## config.mk

```make
export PLATFORM = sky130hd
export DESIGN_NAME = mcorf_cmd_queue
export DESIGN_NICKNAME = d
export VERILOG_FILES = /design/src/rtl/mcorf_pkg.sv /design/src/rtl/mcorf_cmd_queue.sv
export SDC_FILE = /design/constraint.sdc
export NUM_CORES = 1
export LEC_CHECK = 0
export ABC_CLOCK_PERIOD_IN_PS = 64000
export BUFFER_PORTS_ARGS = -buffer_cell sky130_fd_sc_hd__buf_4
export CAP_MARGIN = 0
export CORE_AREA = 2 2 234 236
export CTS_CLUSTER_DIAMETER = 120
export DETAILED_ROUTE_END_ITERATION = 8
export DIE_AREA = 0 0 236 238
export GPL_ROUTABILITY_DRIVEN = 0
export GPL_TIMING_DRIVEN = 0
export MAX_ROUTING_LAYER = met4
export PLACE_DENSITY = 0.61
export SYNTH_ARGS = -nofsm -noshare
export SYNTH_HDL_FRONTEND = slang
export SYNTH_SLANG_ARGS = --single-unit
```

## constraint.sdc

```tcl
create_clock -name clk -period 64 [get_ports clk]
set_clock_uncertainty 0.1 [all_clocks]
set_input_delay 0 -clock clk [delete_from_list [all_inputs] [get_ports clk]]
set_output_delay 0 -clock clk [all_outputs]
set_load 0.03 [all_outputs]
```

## src/rtl/mcorf_pkg.sv

```systemverilog
`timescale 1ns / 1ps
// ----------------------------------------------------------------------------
// mcorf_pkg
// Shared types and constants of the multichannel overwrite ring FIFO:
// item modes, register indexes and the command passed from front to back.
// ----------------------------------------------------------------------------
package mcorf_pkg;

  localparam int SAMPLE_W   = 32;
  localparam int LANES      = 4;
  localparam int MODE_W     = 2;
  localparam int FRAMES_W   = 11;
  localparam int COUNT_W    = 32;
  localparam int CHAN_W     = 3;
  localparam int ADDR_MAX_W = 16;
  localparam int CFG_INDEX_W = 1;
  localparam int CFG_DATA_W  = 11;

  localparam logic [FRAMES_W-1:0] DELIVERED_MAX = '1;

  localparam logic [MODE_W-1:0] MODE_WRITE = 2'd0;
  localparam logic [MODE_W-1:0] MODE_READ  = 2'd1;
  localparam logic [MODE_W-1:0] MODE_CLEAR = 2'd2;

  localparam logic [CFG_INDEX_W-1:0] CFG_CHANNELS = 1'd0;
  localparam logic [CFG_INDEX_W-1:0] CFG_CAPACITY = 1'd1;

  typedef enum logic [1:0] {
    OP_NONE,
    OP_WRITE,
    OP_READ
  } op_t;

  typedef struct packed {
    logic [FRAMES_W-1:0] frames_delivered;
    logic [FRAMES_W-1:0] fill_level;
    logic                frame_valid;
    logic [COUNT_W-1:0]  overrun_total;
    logic [COUNT_W-1:0]  underrun_total;
    logic [COUNT_W-1:0]  written_total;
    logic [COUNT_W-1:0]  read_total;
  } status_t;

  typedef struct packed {
    op_t                               op;
    logic [ADDR_MAX_W-1:0]             addr;
    logic [LANES-1:0]                  lane_en;
    logic [LANES-1:0][SAMPLE_W-1:0]    samples;
    status_t                           status;
  } cmd_t;

endpackage

```

## src/rtl/mcorf_cmd_queue.sv

```systemverilog
`timescale 1ns / 1ps
// ----------------------------------------------------------------------------
// mcorf_cmd_queue
// Two-entry command queue between the request front end and the storage
// back end.
// ----------------------------------------------------------------------------
module mcorf_cmd_queue (
  input  logic             clk,
  input  logic             rst,
  input  logic             push_valid,
  output logic             push_ready,
  input  mcorf_pkg::cmd_t  push_cmd,
  output logic             pop_valid,
  input  logic             pop_ready,
  output mcorf_pkg::cmd_t  pop_cmd
);
  import mcorf_pkg::*;

  cmd_t       entry [2];
  logic       wr_ptr;
  logic       rd_ptr;
  logic [1:0] count;
  logic       push;
  logic       pop;

  assign push_ready = (count != 2'd2);
  assign pop_valid  = (count != 2'd0);
  assign pop_cmd    = entry[rd_ptr];
  assign push       = push_valid & push_ready;
  assign pop        = pop_valid & pop_ready;

  always_ff @(posedge clk) begin
    if (rst) begin
      wr_ptr <= 1'b0;
      rd_ptr <= 1'b0;
      count  <= 2'd0;
    end else begin
      if (push) begin
        entry[wr_ptr] <= push_cmd;
        wr_ptr        <= ~wr_ptr;
      end
      if (pop) begin
        rd_ptr <= ~rd_ptr;
      end
      count <= count + {1'b0, push} - {1'b0, pop};
    end
  end

endmodule

```

[After elaboration in Yosys (flattened, before gate mapping)]
Memories as Yosys holds them, arrays and structs flattened. A register that Yosys moved wholly into a read port is not among the register bits.
Cells that the tools add are included.
Storage, ports and cells
  flip-flop bits (word level): 4
  bits in writable memories: 602
  input port bits: 305
  output and inout bits: 303
  word-level logic and storage cells: 17
  memories: 1
Memories
  entry: words 2, width 301, read ports 1, clocked after memory_dff 1, write ports 1, line mcorf_cmd_queue.sv:19  | cmd_t entry [2];
Operators by class
  add/subtract/negate cells: 2
  eq/ne operators: 1
  multiplexer cells: 5
  bitwise gates (word level): 4
  reduce and logical (&&, ||, !) cells: 1
Operators with widths (number)
  2-to-1 mux 1 bit: 5
  adder 2 x 1 -> 2 bit: 1
  AND 1 bit: 2
  inequality test 2 bit, second input constant: 1
  NOT 1 bit: 2
  nonzero test 2 bit: 1
  subtractor 2 x 1 -> 2 bit: 1

[Longest topological paths before layout]
Gate-level depths: netlist of the first run.
  depth after elaboration: 5
  mapped depth: 8
  mapped depth without buffers: 8

[Worst setup path before layout of the first run]
No wires, ideal clock.
  kind: reg-to-reg
  start: reg count[0]
  end: mem entry[1][0] (netlist name) (enable)
  library setup time: 1.400 ns
  data arrival time: 22.591 ns
  data required time: 62.500 ns
  setup slack: 39.909 ns
  cell stages (with the launch flop): 4
  path buffers: 0
  period minus slack after synthesis: 24.091 ns
  cells stage by stage: dfxtp_1 nand2b_1 nand2_1 nor3b_1
On the way
  word-level cells in the longest chain between the ends: 5
RTL lines
  from (decl): line mcorf_cmd_queue.sv:22  | logic [1:0] count;
  from (signal assigned): line mcorf_cmd_queue.sv:45  | count <= count + {1'b0, push} - {1'b0, pop};
  inequality test 2 bit: line mcorf_cmd_queue.sv:26  | assign push_ready = (count != 2'd2);
  net push_ready: line mcorf_cmd_queue.sv:11  | output logic push_ready,
  AND 1 bit: line mcorf_cmd_queue.sv:29  | assign push = push_valid & push_ready;
  2-to-1 mux 1 bit: line mcorf_cmd_queue.sv:38  | if (push) begin
  2-to-1 mux 1 bit: line mcorf_cmd_queue.sv:33  | if (rst) begin
  2-to-1 mux 1 bit (not written as such): line mcorf_cmd_queue.sv:39  | entry[wr_ptr] <= push_cmd;
  to (decl): line mcorf_cmd_queue.sv:19
The timed path passes the listed nets, and every way through them passes these cells.

[Final worst setup path of the first run]
  start: reg count[0]
  end: mem entry[1][105] (netlist name) (enable)
On the way
  word-level cells in the longest chain between the ends: 5
RTL lines (line)
  inequality test 2 bit: mcorf_cmd_queue.sv:26
  AND 1 bit: mcorf_cmd_queue.sv:29
  2-to-1 mux 1 bit: mcorf_cmd_queue.sv:38
  2-to-1 mux 1 bit: mcorf_cmd_queue.sv:33
  2-to-1 mux 1 bit (not written as such): mcorf_cmd_queue.sv:39
Every way passes these cells.

==> results.md, run 1 <==
- Status: complete, no violations
- First-pass GRT wire length: 85.9 mm
- Critical Path RT: between 60 and 70 ns
- GRT Resource Usage Total: 20.8%
- Routed wire length: 58.4 mm
- Synth area leader: edfxtp_1
- Leakage power: 0.0128 uW
- Die H: 238 um
- Fillers: between 3,000 and 4,000
- Clock tree sinks: 607
- Hold WS: 0.0256 ns
- Io pins: about 610
- Port Buf Inserts: 607
- Routed Antenna Nets: 0
- Count of state elements after synthesis: 607
- Root Buffer: clkbuf_16
- Post-Syn Area: 0.0221 sq mm
- Die area: 0.0562 sq mm
- Clock transition at the registers of the reported paths: 0.06 ns
- Net Count, Synth: 1,267
- Final Hold Viols: 0
- RSZ-0062 raised after global routing: false
- Max-slew headroom: about two fifths
- Final TNS setup: 0 ns
- Synth top area cells: edfxtp_1, mux2_2, buf_6
- Final setup fails: 0
- Crit path launch type: flip-flop
- Synth cell types: 17
- Synth top area share: 81.9%
- Tcrit/Tclk final: 5.49%
- Share of cells above drive strength 1: 51.9%
- Warnings, synthesis: 0
- Post-DP HPWL: approximately 40 mm
- Slew Viols, Final: 0
- MaxCap Viol Count: 0
- Pin slew with the least headroom to its limit: 0.891 ns
- Vias in the first global route: 14,400
- CP endpoint kind: flip-flop
- Vias: approximately 13,000
- CP peak stage delay: 0.75 ns
- P&R area growth vs syn: 54.1%
- CTS buffer count: 61
- Synthesized area per cell: 23.0 sq um
- Slowest-stage cell, CP: nor3b_2
- Via-to-Cell Ratio: 4.73
- Sequential fraction of the synthesis area: 82.4%
- Total iterations of the first detailed-routing run: 4
- Type of the most critical hold path: in2reg
- Worst vdd ir: 0.0268 mV
- Worst Reg-to-Reg Cells: 12
- Initial antenna violation count: 4
- CTS tree: built
- Max Fanout on Critical Path: 12
- Synth Instances: 960
- # hold bufs at CTS: 375
- Chip Width: ~240 um
- Cell Pwr Density: 35.2 mW/mm^2
- Max clock buf depth: 3
- Later-pin clock latency in the skew report: about 0.6 ns
- Row cnt: 85
- Max Clock Freq: 285 MHz
- Worst hold path cell count: 2
- Setup bufs post-CTS: 0
- Initial Util: between 40% and 50%
- Hold endpoint: entry[1][108]$_DFFE_PP_
- Final nets: 2,377
- Min Tclk post-route: 3.51 ns
- Wire per inst: just over 20 um
- Worst EP arrival: about 3.7 ns
- Kind of critical path: reg2reg
- Grt total ovfl: 0
- Placed cell area: about 0.028 sq mm
- Core ar.: roughly 0.053 sq mm
- HP Start: push_cmd[108]
- Cells along the critical path: nand2b_1 -> nand2_1 -> nor3b_2 -> buf_6 -> buf_8 -> buf_8 -> buf_6 -> buf_6 -> buf_6 -> buf_6 -> buf_6 -> buf_6
- H-tree levels: 2
- Critical path's most frequent cell: buf_6
- Post_cts resized: 0
- Largest net degree at the start of global routing: 15
- DRT iter0 DRCs: 554
- Reg-to-reg slack, setup: between 60 and 70 ns
- Source of the worst register-to-register timing path: count[0]$_SDFF_PP0_
- Final Instance Area: 0.0340 sq mm
- Critical register-to-register path endpoint: entry[1][105]$_DFFE_PP_
- Residual DRC count: 0
-- worst max-delay path: cells and delay by family (launching register included) --
kind                   cells  cell delay, ns
buffers and inverters      9            1.65
and+or+nand+nor            3            1.08
DFF                        1            0.36
-- layout by cell type, fill, tap and decap left out, types with 2 or more instances in the layout --
master / synthesis / final
buf_4: 0 / 611
buf_6: 32 / 86
buf_8: 0 / 7
bufinv_16: 0 / 9
clkbuf_1: 0 / 10
clkbuf_16: 0 / 61
clkinv_1: 0 / 11
clkinv_2: 0 / 14
clkinvlp_4: 0 / 5
dfxtp_1: 5 / 5
diode_2: 0 / 4
dlygate4sd3_1: 0 / 375
edfxtp_1: 602 / 602
ha_1: 2 / 2
mux2_2: 302 / 302
nor2_1: 4 / 4
nor2b_1: 2 / 2
xnor2_1: 2 / 2
-- metrics by stage --
stage | instances | worst slack [ns] | utilization, % | power (uW)
3_3_place_gp | 2263 | 26.22 | 51.4 | 862
5_1_grt | 2817 | 60.22 | 63.5 | 1240
3_5_place_dp | 2328 | 60.40 | 52.8 | 832
4_1_cts | 2813 | 60.37 | 63.5 | 1210
6_report | 2817 | 60.49 | 63.5 | 1200
2_1_floorplan | 960 | 39.91 | - | 719
-- cells by family (layout without fill, tap and decap cells) --
| logic type | Yosys count | after routing | synth area share, % |
|---|---|---|---|
| flip-flops | 607 | 607 | 82.4 |
| multiplexers | 302 | 302 | 15.4 |
| AO/OA/AOI/OAI | 1 | 1 | 0.0340 |
| AND/OR/NAND/NOR | 11 | 11 | 0.255 |
| XOR/XNOR | 3 | 3 | 0.119 |
| adder cells (fa/ha/maj) | 2 | 2 | 0.113 |
| buffers and inverters | 34 | 1191 | 1.67 |
| other | 0 | 4 | 0 |
-- per-layer routing --
layer	GRT usage (%)	vias to the layer above	share of wire [%]
li1	-	6076	-
met3	5.39	102	6.5
met4	7.28	0	3.2
met5	-	-	0
met2	36.7	441	53
met1	22.9	6696	37
-- sequential cells by signal (all words and copies together), names as in the netlist, named ones only --
name,flops
entry,602
count,2
rd_ptr,1
wr_ptr,1
-- cell usage after synthesis, drive strengths merged --
library cell  number
mux2             302
nor3b              1
nor2               4
o21a               1
edfxtp           602
dfxtp              5
inv                1
xor2               1
nand2              1
nor3               1
nor2b              2
ha                 2
or2                1
xnor2              2
buf               33
nand2b             1
-- report_power, final --
group          total, uW  switching [uW]  internal, uW
Combinational        365             205           159
Sequential           478            6.40           471
Clock                356             146           210
-- layout make-up --
cell class | count | area [sq um] | share of cell area (%)
Sequential cell | 607 | 18200 | 53.5
Timing Repair Buffer | 1047 | 9050 | 26.6
Multi-Input combinational cell | 319 | 3530 | 10.4
Clock buffer | 71 | 1560 | 4.60
Tap cell | 696 | 871 | 2.56
Clock inverter | 39 | 419 | 1.23
Buffer | 33 | 365 | 1.07
Antenna cell | 4 | 10.0 | 0.0294
Inverter | 1 | 3.75 | 0.0110
-- how the worst max path moves through the flow --
stage	from	endpoint	slack [ns]	depth (start not counted)
final	count[0]$_SDFF_PP0_	entry[1][105]$_DFFE_PP_	60.49	12
after global routing	count[0]$_SDFF_PP0_	entry[1][105]$_DFFE_PP_	60.22	12
after CTS	count[0]$_SDFF_PP0_	entry[1][89]$_DFFE_PP_	60.37	12
after detailed placement	count[0]$_SDFF_PP0_	entry[1][106]$_DFFE_PP_	60.40	12
after global placement	count[0]$_SDFF_PP0_	entry[1][103]$_DFFE_PP_	26.22	3
after floorplan	count[0]$_SDFF_PP0_	entry[1][0]$_DFFE_PP_	39.91	3
Power figures use the tool's default switching activity.
==> inputs of run 2 (changes only) <==
--- a/config.mk
+++ b/config.mk
@@ -5,7 +5,8 @@
 export SDC_FILE = /design/constraint.sdc
 export NUM_CORES = 1
 export LEC_CHECK = 0
-export ABC_CLOCK_PERIOD_IN_PS = 64000
+export ABC_AREA = 1
+export ABC_CLOCK_PERIOD_IN_PS = 2800
 export BUFFER_PORTS_ARGS = -buffer_cell sky130_fd_sc_hd__buf_4
 export CAP_MARGIN = 0
 export CORE_AREA = 2 2 234 236
@@ -15,7 +16,7 @@
 export GPL_ROUTABILITY_DRIVEN = 0
 export GPL_TIMING_DRIVEN = 0
 export MAX_ROUTING_LAYER = met4
-export PLACE_DENSITY = 0.61
+export PLACE_DENSITY = 0.64
 export SYNTH_ARGS = -nofsm -noshare
 export SYNTH_HDL_FRONTEND = slang
 export SYNTH_SLANG_ARGS = --single-unit
==> constraint.sdc (replaced) <==
create_clock -name clk -period 2.8 [get_ports clk]
set_clock_uncertainty 0.1 [all_clocks]
set_input_delay 0 -clock clk [delete_from_list [all_inputs] [get_ports clk]]
set_output_delay 0 -clock clk [all_outputs]
set_load 0.03 [all_outputs]
==> run 2 against run 1 <==
  * Non-clock buffer count is 4 lower
  * Flip-flop and latch count stayed put
  * Die area stayed put
  * Clock-buffer cell count is 1 higher
  * Synthesized cell count is 1.5% higher
  * Cell count is 0.71% higher
==> results.md, run 2 <==
- Post-synth EDFFs: 602 (unchanged)
- Wire per inst: 20.8 um (+0.29%)
- Post-DP HPWL: 40.2 mm (-0.74%)
- H-tree levels: 2 (unchanged)
- Synth top area cells: edfxtp_1, mux2_2, buf_6
- HP Start: push_cmd[59]
- GRT Resource Usage Total: 21.1% (+0.24 points)
- Critical path's most frequent cell: buf_12
- Initial antenna violation count: 12 (+8)
- Final setup fails: 0 (unchanged)
- Source of the worst register-to-register timing path: wr_ptr$_SDFFE_PP0N_
- Initial Util: 41.3% (about the same)
- Warnings, synthesis: 0 (unchanged)
- Root Buffer: clkbuf_16
- Row cnt: 85 (unchanged)
- Vias: 13,400 (+0.92%)
- CP peak stage delay: 0.52 ns (-0.23 ns)
- Routed wire length: 59.0 mm (+1.0%)
- Power Total: 27,400 uW (+2200%)
- Core ar.: 0.0535 sq mm (unchanged)
- Post-synth top cells: edfxtp_1, mux2_2, buf_6
- Max Clock Freq: 406 MHz (+43%)
- Residual DRC count: 0 (unchanged)
- Asr flop ratio synth: 0% (unchanged)
- Worst setup startpoint: wr_ptr$_SDFFE_PP0N_
- Routed Antenna Nets: 0 (unchanged)
- Internal: 19,200 uW (+2200%)
- Final TNS setup: 0 ns (unchanged)
- Psw: 8170 uW (+2200%)
- CP endpoint kind: flip-flop
- Max Fanout on Critical Path: 30 (+18)
- Chip Width: 236 um (unchanged)
- Commonest non-fill, non-tap cells in the layout: buf_4, edfxtp_1, dlygate4sd3_1
- Regs by FF count: entry x602, count x2
- Cell Pwr Density: 798 mW/mm^2 (+2200%)
- Grt total ovfl: 0 (unchanged)
- Max-slew headroom: 58.7% (+18 points)
- Final nets: 2,386 (+0.38%)
- Synth area leader: edfxtp_1
- Later-pin clock latency in the skew report: 0.60 ns (about the same)
- Share of cells above drive strength 1: 50.0% (-1.9 points)
- Hold WS: 0.0154 ns (-0.0103 ns)
- Clock share of power: 29.8% (about the same)
- DRT iter0 DRCs: 665 (+20%)
- Clock transition at the registers of the reported paths: 0.06 ns (about the same)
- Slowest-stage cell, CP: nor2_4
- Sequential fraction of the synthesis area: 82.3% (about the same)
- Min Tclk post-route: 2.46 ns (-1.05 ns)
- Logic pwr share: 29.9% (-0.5 points)
- Leading cell type in the layout, fill and taps excluded: buf_4
- Slew Viols, Final: 0 (unchanged)
- Top reg by flops: entry
- Pin slew with the least headroom to its limit: 0.618 ns (-0.273 ns)
- Fillers: 3,661 (-2.0%)
- MaxCap Viol Count: 0 (unchanged)
- Worst vdd ir: 0.611 mV (+2200%)
- Synth cell types: 13 (-4)
- Synth Instances: 974 (+1.5%)
- Synth top area share: 81.9% (about the same)
- Worst EP arrival: 2.66 ns (-1.06 ns)
- Synthesized area per cell: 22.7 sq um (-1.4%)
- Count of state elements after synthesis: 607 (unchanged)
- CTS buffer count: 60 (-1.6%)
- Vias in the first global route: 14,600 (+1.7%)
- Top FF cell, synth: edfxtp_1
- First-pass GRT wire length: 86.1 mm (+0.23%)
- Io pins: 608 (unchanged)
- Max reg flops: 602 (unchanged)
- Sw Ratio: 29.8% (about the same)
- CTS tree: built
- Kind of critical path: reg2reg
- Final Hold Viols: 0 (unchanged)
- Cells along the critical path: inv_1 -> nand2_1 -> nor2_4 -> buf_12 -> buf_12 -> buf_12 -> buf_12
- Tcrit/Tclk final: 87.9% (+82 points)
- Leakage power: 0.0128 uW (+0.44%)
- Cell with the most instances after synthesis: edfxtp_1
- Largest net degree at the start of global routing: 32 (+17)
- Critical Path RT: 2.99 ns (-61.22 ns)
- Max clock buf depth: 3 (unchanged)
- Die H: 238 um (unchanged)
- Post-Syn Area: 0.0221 sq mm (about the same)
- Type of the most critical hold path: in2reg
- Net Count, Synth: 1,281 (+1.1%)
- Crit path launch type: flip-flop
- Clock tree sinks: 607 (unchanged)
- Reg power frac: 40.3% (+0.4 points)
- Port Buf Inserts: 607 (unchanged)
- RSZ-0062 raised after global routing: false
- Via-to-Cell Ratio: 4.74 (+0.21%)
- Status: complete, no violations
- Die area: 0.0562 sq mm (unchanged)
- P&R area growth vs syn: 55.3%
- Total iterations of the first detailed-routing run: 5 (+1)
run 2: changes by cell type in the layout (fill, tap and decap cells not counted), sizes merged, moves of 2 or more:
cell,previous run,this run
xnor2,2,0
nor2,4,9
clkinvlp,5,3
dlygate4sd3,375,404
nand3,0,2
diode,4,13
nor2b,2,0
inv,1,9
buf,705,672
nand2,1,9
run 2: per-stage QoR:
| stage | area, sq um | util [%] | instances | worst slack [ns] |
|---|---|---|---|---|
| after global routing | 34300 | 64.1 | 2836 | 0.178 |
| after global placement | 27500 | 51.5 | 2277 | -9.64 |
| after floorplan | 22100 | - | 974 | -5.48 |
| after detailed placement | 28200 | 52.8 | 2308 | -0.0960 |
| after CTS | 34200 | 64.0 | 2823 | 0.314 |
| final | 34300 | 64.1 | 2837 | 0.338 |
run 2: worst max-delay path, delay by kind of cell (launching register included):
family | cells | cell delay [ns]
simple gates | 2 | 0.64
buf+inv | 5 | 1.08
flops | 1 | 0.29
run 2: worst paths after layout:
path                        endpoint  slack [ns]  cells after the start
max          entry[0][195]$_DFFE_PP_        0.34                      7
min           entry[0][59]$_DFFE_PP_        0.02                      2
max reg2reg  entry[0][195]$_DFFE_PP_        0.34                      7
min reg2reg                flip-flop        0.42                      2
run 2: cells by family (layout without fill, tap and decap cells):
kind of cell	Yosys count	in the layout	share of synthesized area [%]
compound gates	2	2	0.0453
fa+ha+maj	2	2	0.113
buf+inv	41	1195	1.79
other cells	0	13	0
simple gates	21	21	0.374
mux	301	301	15.4
flops	607	607	82.3
run 2: power by group through the flow:
stage	clock network [uW]	registers, uW	logic (uW)
5_1_grt	8630	11100	8560
4_1_cts	8300	11000	8230
2_1_floorplan	0	11300	4630
6_report	8140	11000	8190
3_5_place_dp	0	11200	7720
3_3_place_gp	0	11400	7440
run 2: area by class of cell:
class / count / area, sq um / area share, %
sequential: 607 / 18200 / 53.0
tap: 696 / 871 / 2.54
clock inverter: 39 / 417 / 1.22
inverter: 8 / 30.0 / 0.0876
buffer: 33 / 365 / 1.07
timing repair buffer: 1043 / 9290 / 27.1
multi-input combinational: 326 / 3540 / 10.3
antenna: 13 / 32.5 / 0.0949
clock buffer: 72 / 1570 / 4.57
run 2: layer usage:
| metal | vias to the layer above | GRT usage (%) | part of all wire, % |
|---|---|---|---|
| met2 | 491 | 36.6 | 51 |
| met4 | 0 | 8.15 | 3.6 |
| met3 | 122 | 7.07 | 8.4 |
| met5 | - | - | 0 |
| li1 | 6117 | - | - |
| met1 | 6708 | 22.2 | 37 |
run 2: repair_timing:
item	in CTS	in global routing
hold endpoints to repair	667	2
hold buffers	403	1
buffers inserted	1	0
endpoints found under the setup margin	30	0
gates resized for setup	0	0
