### src/rtl/mcorf_pkg.sv
`timescale 1ns / 1ps
// ----------------------------------------------------------------------------
// mcorf_pkg
// Shared types and constants of the multichannel overwrite ring FIFO:
// item modes, register indexes and the command passed from front to back.
// ----------------------------------------------------------------------------
package mcorf_pkg;

  localparam int SAMPLE_W   = 32;
  localparam int LANES      = 4;
  localparam int MODE_W     = 2;
  localparam int FRAMES_W   = 11;
  localparam int COUNT_W    = 32;
  localparam int CHAN_W     = 3;
  localparam int ADDR_MAX_W = 16;
  localparam int CFG_INDEX_W = 1;
  localparam int CFG_DATA_W  = 11;

  localparam logic [FRAMES_W-1:0] DELIVERED_MAX = '1;

  localparam logic [MODE_W-1:0] MODE_WRITE = 2'd0;
  localparam logic [MODE_W-1:0] MODE_READ  = 2'd1;
  localparam logic [MODE_W-1:0] MODE_CLEAR = 2'd2;

  localparam logic [CFG_INDEX_W-1:0] CFG_CHANNELS = 1'd0;
  localparam logic [CFG_INDEX_W-1:0] CFG_CAPACITY = 1'd1;

  typedef enum logic [1:0] {
    OP_NONE,
    OP_WRITE,
    OP_READ
  } op_t;

  typedef struct packed {
    logic [FRAMES_W-1:0] frames_delivered;
    logic [FRAMES_W-1:0] fill_level;
    logic                frame_valid;
    logic [COUNT_W-1:0]  overrun_total;
    logic [COUNT_W-1:0]  underrun_total;
    logic [COUNT_W-1:0]  written_total;
    logic [COUNT_W-1:0]  read_total;
  } status_t;

  typedef struct packed {
    op_t                               op;
    logic [ADDR_MAX_W-1:0]             addr;
    logic [LANES-1:0]                  lane_en;
    logic [LANES-1:0][SAMPLE_W-1:0]    samples;
    status_t                           status;
  } cmd_t;

endpackage

### src/rtl/mcorf_if.sv
`timescale 1ns / 1ps
// ----------------------------------------------------------------------------
// mcorf_if
// Channel interfaces: frame requests in, frame results out, register writes.
// ----------------------------------------------------------------------------
interface mcorf_in_if;
  logic                            valid;
  logic                            ready;
  logic [mcorf_pkg::MODE_W-1:0]    mode;
  logic [mcorf_pkg::SAMPLE_W-1:0]  in_sample_0;
  logic [mcorf_pkg::SAMPLE_W-1:0]  in_sample_1;
  logic [mcorf_pkg::SAMPLE_W-1:0]  in_sample_2;
  logic [mcorf_pkg::SAMPLE_W-1:0]  in_sample_3;
  logic                            request_last;

  modport source (output valid, mode, in_sample_0, in_sample_1, in_sample_2,
                  in_sample_3, request_last, input ready);
  modport sink (input valid, mode, in_sample_0, in_sample_1, in_sample_2,
                in_sample_3, request_last, output ready);
endinterface


interface mcorf_cfg_if;
  logic                               valid;
  logic                               ready;
  logic [mcorf_pkg::CFG_INDEX_W-1:0]  index;
  logic [mcorf_pkg::CFG_DATA_W-1:0]   data;

  modport source (output valid, index, data, input ready);
  modport sink (input valid, index, data, output ready);
endinterface

### src/rtl/mcorf_front.sv
`timescale 1ns / 1ps
// ----------------------------------------------------------------------------
// mcorf_front
// Request front end: holds configuration, cursors, fill, packet and request
// tracking and the totals; turns each request into a storage command.
// ----------------------------------------------------------------------------
module mcorf_front #(
  parameter int CAPACITY     = 1024,
  parameter int MAX_CHANNELS = 4
) (
  input  logic              clk,
  input  logic              rst,
  mcorf_in_if.sink          item,
  mcorf_cfg_if.sink         cfg,
  output logic              cmd_valid,
  input  logic              cmd_ready,
  output mcorf_pkg::cmd_t   cmd
);
  import mcorf_pkg::*;

  localparam int AW = (CAPACITY > 1) ? $clog2(CAPACITY) : 1;
  localparam int CW = $clog2(CAPACITY + 1);
  localparam logic [CW-1:0] CAP_MAX = CW'(CAPACITY);
  localparam logic [CHAN_W:0] CHAN_MAX = (CHAN_W + 1)'(MAX_CHANNELS);

  logic [CHAN_W-1:0]     channels_in_use;
  logic [CFG_DATA_W-1:0] capacity_frames;
  logic [AW-1:0]         write_cursor, write_cursor_next;
  logic [AW-1:0]         read_cursor, read_cursor_next;
  logic [CW-1:0]         fill_count, fill_count_next;
  logic [CW-1:0]         packet_frame_count, packet_frame_count_next;
  logic                  packet_overran, packet_overran_next;
  logic [FRAMES_W-1:0]   request_delivered, request_delivered_next;
  logic                  request_short, request_short_next;
  logic [COUNT_W-1:0]    overrun_counter, overrun_counter_next;
  logic [COUNT_W-1:0]    underrun_counter, underrun_counter_next;
  logic [COUNT_W-1:0]    written_counter, written_counter_next;
  logic [COUNT_W-1:0]    read_counter, read_counter_next;

  logic [CW-1:0]     cap_eff;
  logic [CHAN_W:0]   nch;
  logic [LANES-1:0]  lane_mask;
  logic              accept;

  always_comb begin
    if (capacity_frames == '0) begin
      cap_eff = CW'(1);
    end else if (32'(capacity_frames) > 32'(CAPACITY)) begin
      cap_eff = CAP_MAX;
    end else begin
      cap_eff = CW'(capacity_frames);
    end
    nch = ({1'b0, channels_in_use} > CHAN_MAX) ? CHAN_MAX : {1'b0, channels_in_use};
    for (int l = 0; l < LANES; l++) begin
      lane_mask[l] = (32'(l) < 32'(nch));
    end
  end

  assign item.ready = cmd_ready;
  assign cfg.ready  = 1'b1;
  assign accept     = item.valid & item.ready;
  assign cmd_valid  = accept;

  function automatic logic [AW-1:0] advance(input logic [AW-1:0] cur,
                                            input logic [CW-1:0] cap);
    logic [CW:0] n;
    n = (CW + 1)'(cur) + (CW + 1)'(1);
    return (n >= {1'b0, cap}) ? '0 : AW'(n);
  endfunction

  always_comb begin
    logic full;
    logic ovr;
    logic short_eff;
    logic rd_ok;
    logic [FRAMES_W-1:0] del;

    write_cursor_next       = write_cursor;
    read_cursor_next        = read_cursor;
    fill_count_next         = fill_count;
    packet_frame_count_next = packet_frame_count;
    packet_overran_next     = packet_overran;
    request_delivered_next  = request_delivered;
    request_short_next      = request_short;
    overrun_counter_next    = overrun_counter;
    underrun_counter_next   = underrun_counter;
    written_counter_next    = written_counter;
    read_counter_next       = read_counter;
    full      = (fill_count >= cap_eff);
    ovr       = packet_overran;
    short_eff = request_short;
    rd_ok     = (fill_count != '0);
    del       = '0;

    cmd         = '0;
    cmd.op      = OP_NONE;
    cmd.samples = {item.in_sample_3, item.in_sample_2, item.in_sample_1, item.in_sample_0};

    if (item.mode == MODE_WRITE && nch != '0) begin
      cmd.op      = OP_WRITE;
      cmd.addr    = ADDR_MAX_W'(write_cursor);
      cmd.lane_en = lane_mask;
      write_cursor_next = advance(write_cursor, cap_eff);
      if (full) begin
        read_cursor_next = advance(read_cursor, cap_eff);
        ovr = 1'b1;
      end else begin
        fill_count_next = fill_count + CW'(1);
      end
      if (packet_frame_count < cap_eff) begin
        packet_frame_count_next = packet_frame_count + CW'(1);
        written_counter_next    = written_counter + 1'b1;
      end else begin
        ovr = 1'b1;
      end
      packet_overran_next = ovr;
      if (item.request_last) begin
        if (ovr) begin
          overrun_counter_next = overrun_counter + 1'b1;
        end
        packet_frame_count_next = '0;
        packet_overran_next     = 1'b0;
      end
    end else if (item.mode == MODE_READ && nch != '0) begin
      del = request_delivered;
      if (rd_ok) begin
        cmd.op      = OP_READ;
        cmd.addr    = ADDR_MAX_W'(read_cursor);
        cmd.lane_en = lane_mask;
        read_cursor_next  = advance(read_cursor, cap_eff);
        fill_count_next   = fill_count - CW'(1);
        read_counter_next = read_counter + 1'b1;
        if (request_delivered != DELIVERED_MAX) begin
          del = request_delivered + 1'b1;
        end
      end else begin
        short_eff = 1'b1;
      end
      cmd.status.frame_valid      = rd_ok;
      cmd.status.frames_delivered = del;
      request_delivered_next = del;
      request_short_next     = short_eff;
      if (item.request_last) begin
        if (short_eff) begin
          underrun_counter_next = underrun_counter + 1'b1;
        end
        request_delivered_next = '0;
        request_short_next     = 1'b0;
      end
    end else if (item.mode == MODE_CLEAR) begin
      write_cursor_next = '0;
      read_cursor_next  = '0;
      fill_count_next   = '0;
    end

    cmd.status.fill_level     = FRAMES_W'(fill_count_next);
    cmd.status.overrun_total  = overrun_counter_next;
    cmd.status.underrun_total = underrun_counter_next;
    cmd.status.written_total  = written_counter_next;
    cmd.status.read_total     = read_counter_next;
  end

  always_ff @(posedge clk) begin
    if (rst || (cfg.valid && cfg.ready)) begin
      if (rst) begin
        channels_in_use <= CHAN_W'(2);
        capacity_frames <= CFG_DATA_W'(1024);
      end else begin
        unique case (cfg.index)
          CFG_CHANNELS: channels_in_use <= cfg.data[CHAN_W-1:0];
          CFG_CAPACITY: capacity_frames <= cfg.data;
          default: ;
        endcase
      end
      write_cursor       <= '0;
      read_cursor        <= '0;
      fill_count         <= '0;
      packet_frame_count <= '0;
      packet_overran     <= 1'b0;
      request_delivered  <= '0;
      request_short      <= 1'b0;
      overrun_counter    <= '0;
      underrun_counter   <= '0;
      written_counter    <= '0;
      read_counter       <= '0;
    end else if (accept) begin
      write_cursor       <= write_cursor_next;
      read_cursor        <= read_cursor_next;
      fill_count         <= fill_count_next;
      packet_frame_count <= packet_frame_count_next;
      packet_overran     <= packet_overran_next;
      request_delivered  <= request_delivered_next;
      request_short      <= request_short_next;
      overrun_counter    <= overrun_counter_next;
      underrun_counter   <= underrun_counter_next;
      written_counter    <= written_counter_next;
      read_counter       <= read_counter_next;
    end
  end

endmodule

### src/flat_wrapper.sv
// flat-port wrapper written by rule: the top's interface ports become plain ports
module mcorf_front_flat import mcorf_pkg::*;
#(
  parameter int CAPACITY     = 1024,
  parameter int MAX_CHANNELS = 4
)
  (clk, rst, cmd_valid, cmd_ready, cmd, item_valid, item_mode, item_in_sample_0, item_in_sample_1, item_in_sample_2, item_in_sample_3, item_request_last, item_ready, cfg_valid, cfg_index, cfg_data, cfg_ready);
  mcorf_in_if item_i ();
  mcorf_cfg_if cfg_i ();
  input  logic clk;
  input  logic rst;
  output logic cmd_valid;
  input  logic cmd_ready;
  output mcorf_pkg::cmd_t cmd;
  input wire logic [$bits(item_i.valid)-1:0] item_valid;
  input wire logic [$bits(item_i.mode)-1:0] item_mode;
  input wire logic [$bits(item_i.in_sample_0)-1:0] item_in_sample_0;
  input wire logic [$bits(item_i.in_sample_1)-1:0] item_in_sample_1;
  input wire logic [$bits(item_i.in_sample_2)-1:0] item_in_sample_2;
  input wire logic [$bits(item_i.in_sample_3)-1:0] item_in_sample_3;
  input wire logic [$bits(item_i.request_last)-1:0] item_request_last;
  output wire logic [$bits(item_i.ready)-1:0] item_ready;
  input wire logic [$bits(cfg_i.valid)-1:0] cfg_valid;
  input wire logic [$bits(cfg_i.index)-1:0] cfg_index;
  input wire logic [$bits(cfg_i.data)-1:0] cfg_data;
  output wire logic [$bits(cfg_i.ready)-1:0] cfg_ready;
  assign item_i.valid = item_valid;
  assign item_i.mode = item_mode;
  assign item_i.in_sample_0 = item_in_sample_0;
  assign item_i.in_sample_1 = item_in_sample_1;
  assign item_i.in_sample_2 = item_in_sample_2;
  assign item_i.in_sample_3 = item_in_sample_3;
  assign item_i.request_last = item_request_last;
  assign item_ready = item_i.ready;
  assign cfg_i.valid = cfg_valid;
  assign cfg_i.index = cfg_index;
  assign cfg_i.data = cfg_data;
  assign cfg_ready = cfg_i.ready;
  mcorf_front #(.CAPACITY(CAPACITY), .MAX_CHANNELS(MAX_CHANNELS)) u_core (.clk(clk), .rst(rst), .item(item_i), .cfg(cfg_i), .cmd_valid(cmd_valid), .cmd_ready(cmd_ready), .cmd(cmd));
endmodule
### config.mk
export PLATFORM = sky130hd
export DESIGN_NAME = mcorf_front_flat
export DESIGN_NICKNAME = d
export VERILOG_FILES = /design/src/rtl/mcorf_pkg.sv /design/src/rtl/mcorf_if.sv /design/src/rtl/mcorf_front.sv /design/src/flat_wrapper.sv
export SDC_FILE = /design/constraint.sdc
export NUM_CORES = 1
export LEC_CHECK = 0
export ABC_AREA = 1
export BUFFER_PORTS_ARGS = -buffer_cell sky130_fd_sc_hd__clkbuf_2
export CAP_MARGIN = 0
export CORE_ASPECT_RATIO = 1.5
export CORE_MARGIN = 4
export CORE_UTILIZATION = 48
export DETAILED_ROUTE_END_ITERATION = 7
export PLACE_DENSITY = 0.78
export SYNTH_ARGS = -nofsm -noshare
export SYNTH_HDL_FRONTEND = slang
export SYNTH_SLANG_ARGS = --single-unit
export TNS_END_PERCENT = 50
### constraint.sdc
create_clock -name clk -period 2.5 [get_ports clk]
set_input_delay 0.25 -clock clk [delete_from_list [all_inputs] [get_ports clk]]
set_output_delay 0.25 -clock clk [all_outputs]
set_load 0.01 [all_outputs]
# == Yosys cells after proc, flatten, opt, wreduce, memory -nomap -nowiden ==
# Index checks and enable logic that the tools add are counted.
# W data, S select, Z words.
# word_totals
ff_bits,197
latch_bits,0
ram_bits,0
mem_bits_ro,0
inputBits,148
out_inout_bits,304
wordCells,111
mem_count,0
# classes
add_sub_neg,10
n_mul,0
n_div,0
order_cmp,10
n_eq_ne,7
shift,0
mux,51
n_bitwise,2
n_reduce_logical,18
# ops
op,n
$mux W32,12
$mux W11,15
$add A32 B1 Y32 const B,4
$mux W10,9
$mux W22,3
$add A11 B1 Y11 const B,3
$ge A12 B11 Y1,2
$add A10 B1 Y11 const B,2
$ge A11 B11 Y1,1
$gt A11 B11 Y1 const B,1
$logic_not A11 Y1,1
$lt A11 B11 Y1,1
$ne A11 B11 Y1 const B,1
$reduce_bool A11 Y1,1
$sub A11 B1 Y11 const B,1
$mux W1,10
$reduce_and A3 Y1,3
$lt A1 B4 Y1 const A,2
$lt A2 B4 Y1 const A,2
$mux W3,2
$reduce_and A2 Y1,3
$reduce_bool A2 Y1,3
$ne A2 B1 Y1 const B,2
$reduce_and A4 Y1,1
other kinds (12),13

# == Depth between registers and ports, before layout ==
# Gate-level depths: netlist (run 1).
# depth
ltp_word,10
depth_mapped,19
depth_no_buf,18

# == Least setup slack after synthesis (run 1) ==
# OpenSTA, ideal clock, no wires.
# synth_path
kind,register -> register
startpoint,reg u_core.capacity_frames[5]
endpoint,reg u_core.written_counter[0]
setup_ns,0.114
arrival_time_ns,2.646
required_time_ns,2.386
slack_ns,-0.259
path_stages_with_launch,16
n_path_buf,1
synth_period_minus_slack_ns,2.759
cell_sequence,edfxtp_1 nor2_2 nand3_2 o21bai_4 nand2_1 ha_1 a21oi_1 o21ai_0 a21oi_4 a21boi_1 buf_2 nand2_1 nand2_1 nand2_1 o21bai_1 inv_1
# synth_rtl
item,line_no,text
"start, declared",mcorf_front.sv:27,logic [CFG_DATA_W-1:0] capacity_frames;
"start signal, assigned",mcorf_front.sv:171,CFG_CAPACITY: capacity_frames <= cfg.data;
"end signal, assigned",mcorf_front.sv:196,written_counter <= written_counter_next;
"end, declared",mcorf_front.sv:37,"logic [COUNT_W-1:0] written_counter, written_counter_next;"

==> results.cfg, run 1 <==
[pwr]
intPower_uw = 5570
comb_power_share_pct = 25.1
switching_power_uw = 2690
power.density_mw_per_mm2 = 415
p_leak_uw = 0.0102
power_uw = 8260
p_sw_share_pct = 32.6
irDropWorstVdd_mv = 0.456
clkPwrFrac_pct = 34.0
p_seq_share_pct = 40.9

[cells_and_area]
finish.utilization_pct = 62.6
layout-drive-gt1-share_pct = 28.9
area_growth_pct = 28.5
n_fill_cell = 2642
mostFrequentLayoutCell = nand2_1
nets = 2841
layout_common_cells = nand2_1 (457), inv_1 (374), buf_4 (185)

[worst_setup_path]
end_kind = output port
required_ns = 2.25
crit_top_cell = nand2_1
cp-startpoint = u_core.capacity_frames[3]$_SDFFCE_PP0P_
path_max_fanout = 8
cp.arrival_ns = 3.36
critPathKind = flip-flop to output port
slowest_delay_ns = 0.42
r2r_slack_ns = -0.70
rr_startpoint = u_core.capacity_frames[3]$_SDFFCE_PP0P_
crit_chain = nor2_1 -> nand2_1 -> o21bai_4 -> clkbuf_16 -> nand2_8 -> ha_4 -> a21oi_2 -> o21ai_2 -> nand3_2 -> nand4_1 -> buf_4 -> buf_12 -> nor2_4 -> buf_6 -> nand2_1 -> nand2_1 -> nand3_2 -> nand2_2 -> buf_6
start_kind = flip-flop
cp_slowest_cell = edfxtp_1

[timing]
rsz0062_at_grt = true
finalHoldViolCount = 0
fmax_ghz = 0.277
min_period_ns = 3.61
clock_skew_ns = 0.0187
setup_viol = 252
fin_crit_sh_pct = 144
finalMaxSlewViolations = 0
slew_headroom_pct = 42.7
fin_ws_ns = -1.11
worst_pin_slew_ns = 0.858

[die]
start_util_pct = 48.7
core.rowCount = 80
io_pins = 452
die_w_um = 155
die_area_mm2 = 0.0353
die_h_um = 228
core_area_mm2 = 0.0318

[outcome]
status = finished, violations left
violations = setup timing

[worst_hold_path]
hp-class = input port to flip-flop
holdCritStartpoint = cfg_data[10]

[drt]
drt_iter0_markers = 1297
dr.pass1.iters = 6
avgViaCountPerCell = 5.52
routed_wl_um = 54600
drtAntennaViolNets = 0
wl_per_cell_um = 17.8
drt_drc_violations_left = 0
vias = 16900

[placement]
dp_hpwl_um = 36900
pre_cts_slack_ns = -0.600
portBuffers = 188
gp_congestion = 0.930

[global_routing]
grt-ovfl-total = 0
grt_pass1_wl_um = 78700
grt_max_degree = 146
grt_pass1_vias = 15800
grtUsageTotal_pct = 27.3
antenna_found_initial = 1

[synthesis]
synthArstFlopShare_pct = 0
synth_cells = 2415
ys_ff_latch = 197
yosysUniqueCellTypes = 60
netlist_area_mm2 = 0.0155
yosys_warnings = 0
syn_area_per_cell_um2 = 6.42
synth_seq_area_share_pct = 26.4
synthTopCellsByArea = dfxtp_1 (24%), nand2_1 (13%), inv_1 (9.5%)
synth_top_area_cell = dfxtp_1
synth-edff-count = 14
synth_top_cell_area_share_pct = 23.6
synthFlopType = dfxtp_1

[cts]
cts_tree = built
ctsHtreeMaxLevel = 4
clkTransAtPathRegs_ns = 0.08
cts_hold_buf = 0
cts_sinks = 197
cts-root-buf = clkbuf_16
cts_made_buffers = 17
cts_buffer_depth = 2
clk_latency_ns = 0.47

[flow_run]
cap_violations = 0
[state kept, by name, summed over array words and instances, names as in the netlist, 3 cells and up]
signal	count
u_core.overrun_counter	32
u_core.packet_frame_count	11
u_core.channels_in_use	3
u_core.fill_count	11
u_core.request_delivered	11
u_core.write_cursor	10
u_core.read_counter	32
u_core.underrun_counter	32
u_core.written_counter	32
u_core.read_cursor	10
u_core.capacity_frames	11
[metal layers]
layer	track usage [%]	routed length, um	up-vias	share of wire, %
met4	22.8	4980	0	9.1
met5	0	0	-	0
met2	47.2	26900	826	49
li1	-	-	8004	-
met3	7.77	4750	330	8.7
met1	26.5	17900	7759	33
[cell usage after synthesis, types with 3 or more instances]
master      n
a21boi_0    3
a21oi_1    88
a22o_1      3
buf_1      11
buf_2      18
buf_4     138
buf_6       5
clkbuf_1   53
clkinv_1    3
dfxtp_1   183
edfxtp_1   14
ha_1       53
inv_1     391
inv_2       4
nand2_1   543
nand2_2     8
nand3_1   186
nand3b_1   24
nand3b_2    3
nand4_1    65
nor2_1    173
nor2_2     12
nor2_4      5
nor3_1     44
nor3_2      5
nor4_1     10
o211ai_1   15
o21a_1      3
o21ai_0   157
o21bai_1   47
o22ai_1    10
or2_2      10
xnor2_1    24
xor2_1     70
[cell type report]
class / instances / area (um2) / share of cell area, %
multi-input cells: 1599 / 9750 / 48.9
clock buffers: 20 / 467 / 2.34
inverters: 398 / 1520 / 7.64
flip-flops and latches: 197 / 4110 / 20.6
repair inverters: 1 / 8.76 / 0.0440
clock inverters: 12 / 109 / 0.546
repair buffers: 426 / 3440 / 17.3
diodes: 1 / 2.50 / 0.0126
well taps: 410 / 513 / 2.57
[final timing paths]
path / end / depth (start not counted)
setup reg to reg: u_core.fill_count[9]$_SDFFE_PP0P_ / 21
hold / removal: u_core.capacity_frames[10]$_SDFFCE_PP1P_ / 2
setup / recovery: cmd[139] / 19
hold reg to reg: u_core.write_cursor[8]$_SDFFE_PP0P_ / 2
[through the flow]
step	setup TNS, ns	instances	hold WS [ns]	cell area (um2)
after floorplan	-23.66	2420	0.428	15700
after global routing	-154.84	3064	0.0665	19900
after CTS	-102.52	3005	0.0620	18300
after global placement	-55.32	2938	0.453	16900
after detailed placement	-69.71	2938	0.466	16900
final	-126.62	3064	0.0726	19900
[worst max-delay path: cells and delay by family (launching register included)]
kind,cells,cell delay [ns]
DFF,1,0.42
AOI/OAI and AO/OA,3,0.45
buffers and inverters,5,0.80
and+or+nand+nor,10,1.00
adders and majority gates,1,0.23
[kinds of logic (layout without fill, tap and decap cells)]
| logic type | after synthesis | after routing | share of synthesized area (%) |
|---|---|---|---|
| multiplexers | 2 | 2 | 0.129 |
| XOR/XNOR | 94 | 94 | 5.31 |
| AO/OA/AOI/OAI | 341 | 341 | 12.7 |
| AND/OR/NAND/NOR | 1102 | 1102 | 32.3 |
| other | 2 | 8 | 0.0485 |
| buffers and inverters | 624 | 857 | 18.9 |
| adder cells (fa/ha/maj) | 53 | 53 | 4.28 |
| flip-flops | 197 | 197 | 26.4 |
[power by group through the flow]
stage	clock network [uW]	logic [uW]	registers, uW
2_1_floorplan	0	1130	3410
3_3_place_gp	0	1400	3430
3_5_place_dp	0	1430	3430
4_1_cts	2860	1570	3360
5_1_grt	3000	2210	3380
6_report	2810	2080	3370
[repair_timing]
action,CTS,global route
endpoints found under the setup margin,270,263
hold endpoints to repair,0,0
resized for setup,134,318
pin swaps,44,104
setup buffers,33,51
gates cloned,2,12
(Power assumes the default switching activity.)
==> inputs of run 2 (changes only) <==
--- a/config.mk
+++ b/config.mk
@@ -5,13 +5,13 @@
 export SDC_FILE = /design/constraint.sdc
 export NUM_CORES = 1
 export LEC_CHECK = 0
-export ABC_AREA = 1
 export BUFFER_PORTS_ARGS = -buffer_cell sky130_fd_sc_hd__clkbuf_2
 export CAP_MARGIN = 0
 export CORE_ASPECT_RATIO = 1.5
 export CORE_MARGIN = 4
-export CORE_UTILIZATION = 48
+export CORE_UTILIZATION = 47
 export DETAILED_ROUTE_END_ITERATION = 7
+export HOLD_SLACK_MARGIN = 0.1
 export PLACE_DENSITY = 0.78
 export SYNTH_ARGS = -nofsm -noshare
 export SYNTH_HDL_FRONTEND = slang
==> results.cfg, run 2 <==
[cts]
cts_made_buffers = 17
cts_buffer_depth = 2
cts_tree = built
clkTransAtPathRegs_ns = 0.07
cts_sinks = 197
clk_latency_ns = 0.46
cts-root-buf = clkbuf_16
ctsHtreeMaxLevel = 4

[cells_and_area]
layout-drive-gt1-share_pct = 40.4
layout_common_cells = buf_4 (266), nor2_1 (188), dfxtp_1 (173)
diodes = 0
area_growth_pct = 42.0
mostFrequentLayoutCell = buf_4
nets = 2311

[synthesis]
netlist_area_mm2 = 0.0139
synth-edff-count = 14
synth_top_cell_area_share_pct = 26.4
syn_area_per_cell_um2 = 7.79
yosys_warnings = 0
synthFlopType = dfxtp_1
ys_ff_latch = 197
yosys-top-cells-count = nor2_1 (227), dfxtp_1 (183), nand2_1 (172), xnor2_1 (166), buf_4 (138)
yosysMostFrequentCell = nor2_1
yosysUniqueCellTypes = 74
synth_top_area_cell = dfxtp_1
synth_cells = 1778
synth_seq_area_share_pct = 29.5
synthTopCellsByArea = dfxtp_1 (26%), xnor2_1 (10%), buf_4 (7.5%)
synthArstFlopShare_pct = 0

[global_routing]
use_met3_pct = 5.79
grt_use_met1_pct = 28.3
grt_pass1_wl_um = 75300
antenna_found_initial = 0
grt_max_degree = 88
grt-ovfl-total = 0
grtUsageTotal_pct = 29.1
grt_pass1_vias = 14500
gr-max-usage-layer = met2
use_met2_pct = 52.0

[drt]
drt_drc_violations_left = 0
drtAntennaViolNets = 0
avgViaCountPerCell = 5.84
vias = 14700
dr.pass1.iters = 8
routed_wl_um = 51700
wl_per_cell_um = 20.6
drt_iter0_markers = 1206

[die]
die_w_um = 148
core_area_mm2 = 0.0289
io_pins = 452
die_area_mm2 = 0.0323
start_util_pct = 47.9
die_h_um = 218
core.rowCount = 76

[pwr]
p_sw_share_pct = 27.0
intPower_uw = 5320
irDropWorstVdd_mv = 0.494
comb_power_share_pct = 14.8
clkPwrFrac_pct = 40.9
power_uw = 7290
power.density_mw_per_mm2 = 371
p_seq_share_pct = 44.2
switching_power_uw = 1970
p_leak_uw = 0.00840

[timing]
rsz0062_at_grt = true
worst_pin_slew_ns = 0.665
slew_headroom_pct = 55.6
finalHoldViolCount = 0
fin_ws_ns = -1.19
min_period_ns = 3.69
setup_viol = 297
fmax_ghz = 0.271
clock_skew_ns = 0.0111
finalMaxSlewViolations = 0
fin_crit_sh_pct = 148
fin_setup_tns_ns = -159.75

[worst_setup_path]
crit_top_cell = buf_6
crit_family = buffers and inverters
slowest_delay_ns = 0.43
end_kind = output port
cp_slowest_cell = edfxtp_1
cp.arrival_ns = 3.44
crit_chain = clkinv_4 -> buf_6 -> nand2_4 -> ha_4 -> o21a_1 -> o21a_1 -> o31a_1 -> buf_4 -> buf_6 -> nor3_4 -> buf_6 -> nand4_1 -> xnor2_1 -> buf_4 -> buf_6
critPathKind = flip-flop to output port
required_ns = 2.25
path_max_fanout = 8
start_kind = flip-flop
critical_path_buf_inv_count = 7

[placement]
pre_cts_slack_ns = -0.651
gp_congestion = 0.992
portBuffers = 188
dp_hpwl_um = 34800

[outcome]
violations = setup timing
status = finished, violations left

[flow_run]
cap_violations = 0

[worst_hold_path]
hp-class = input port to flip-flop
## run 2: per-stage QoR
stage | hold WS (ns) | std cells | area (um2) | utilization, %
floorplan | 0.426 | 1783 | 14400 | -
finish | 0.118 | 2513 | 19700 | 68.0
CTS | 0.112 | 2488 | 18800 | 65.0
global placement | 0.474 | 2407 | 16500 | 57.1
detailed placement | 0.491 | 2407 | 16500 | 57.1
global route | 0.128 | 2513 | 19700 | 68.0
## run 2: what timing repair did
| action | CTS | global route |
|---|---|---|
| pin swaps | 114 | 90 |
| gates cloned | 3 | 1 |
| endpoints found under the hold margin | 3 | 0 |
| resized for setup | 283 | 214 |
| setup endpoints to repair | 301 | 310 |
| setup buffers | 48 | 29 |
| hold buffers | 3 | 0 |
## run 2: layout make-up
cell class / count / area (um2)
multi-input cells: 1337 / 10300
fillers: 2114 / 9240
flip-flops and latches: 197 / 4100
repair buffers: 531 / 4060
clock buffers: 21 / 492
well taps: 390 / 488
clock inverters: 11 / 138
inverters: 26 / 115
## run 2: worst reg2reg max path, delay by kind of cell (launching register included)
family / cells / cell delay [ns]
adders and majority gates: 1 / 0.21
buffers and inverters: 8 / 1.06
and+or+nand+nor: 4 / 0.62
DFF: 1 / 0.43
AOI/OAI and AO/OA: 4 / 0.84
## run 2: power groups by stage
stage	registers, uW	clock network (uW)	logic [uW]
6_report	3230	2980	1080
2_1_floorplan	3290	0	631
4_1_cts	3220	3010	947
5_1_grt	3230	3120	1140
3_5_place_dp	3290	0	787
3_3_place_gp	3290	0	772
## run 2: cell families after synthesis
group | share of synthesized area (%)
AO/OA/AOI/OAI | 9.76
adder cells (fa/ha/maj) | 4.79
multiplexers | 0.822
buffers and inverters | 10.7
XOR/XNOR | 16.6
AND/OR/NAND/NOR | 27.9
flip-flops | 29.5
other | 0.0542
## run 2: worst paths after layout
| check | from | to | slack, ns | cells after the start |
|---|---|---|---|---|
| setup / recovery | u_core.capacity_frames[10]$_SDFFCE_PP1P_ | cmd[57] | -1.19 | 15 |
| setup reg to reg | u_core.capacity_frames[10]$_SDFFCE_PP1P_ | u_core.written_counter[27]$_SDFFE_PP0P_ | -0.76 | 17 |
| hold reg to reg | u_core.written_counter[1]$_SDFFE_PP0P_ | u_core.written_counter[1]$_SDFFE_PP0P_ | 0.50 | 2 |
| hold / removal | cfg_data[6] | u_core.capacity_frames[6]$_SDFFCE_PP0P_ | 0.12 | 2 |
## run 2: per-layer routing
metal | vias to the layer above | share of wire [%]
li1 | 6649 | -
met1 | 6940 | 33
met2 | 760 | 51
met3 | 315 | 7.1
met4 | 0 | 9.5
met5 | - | 0
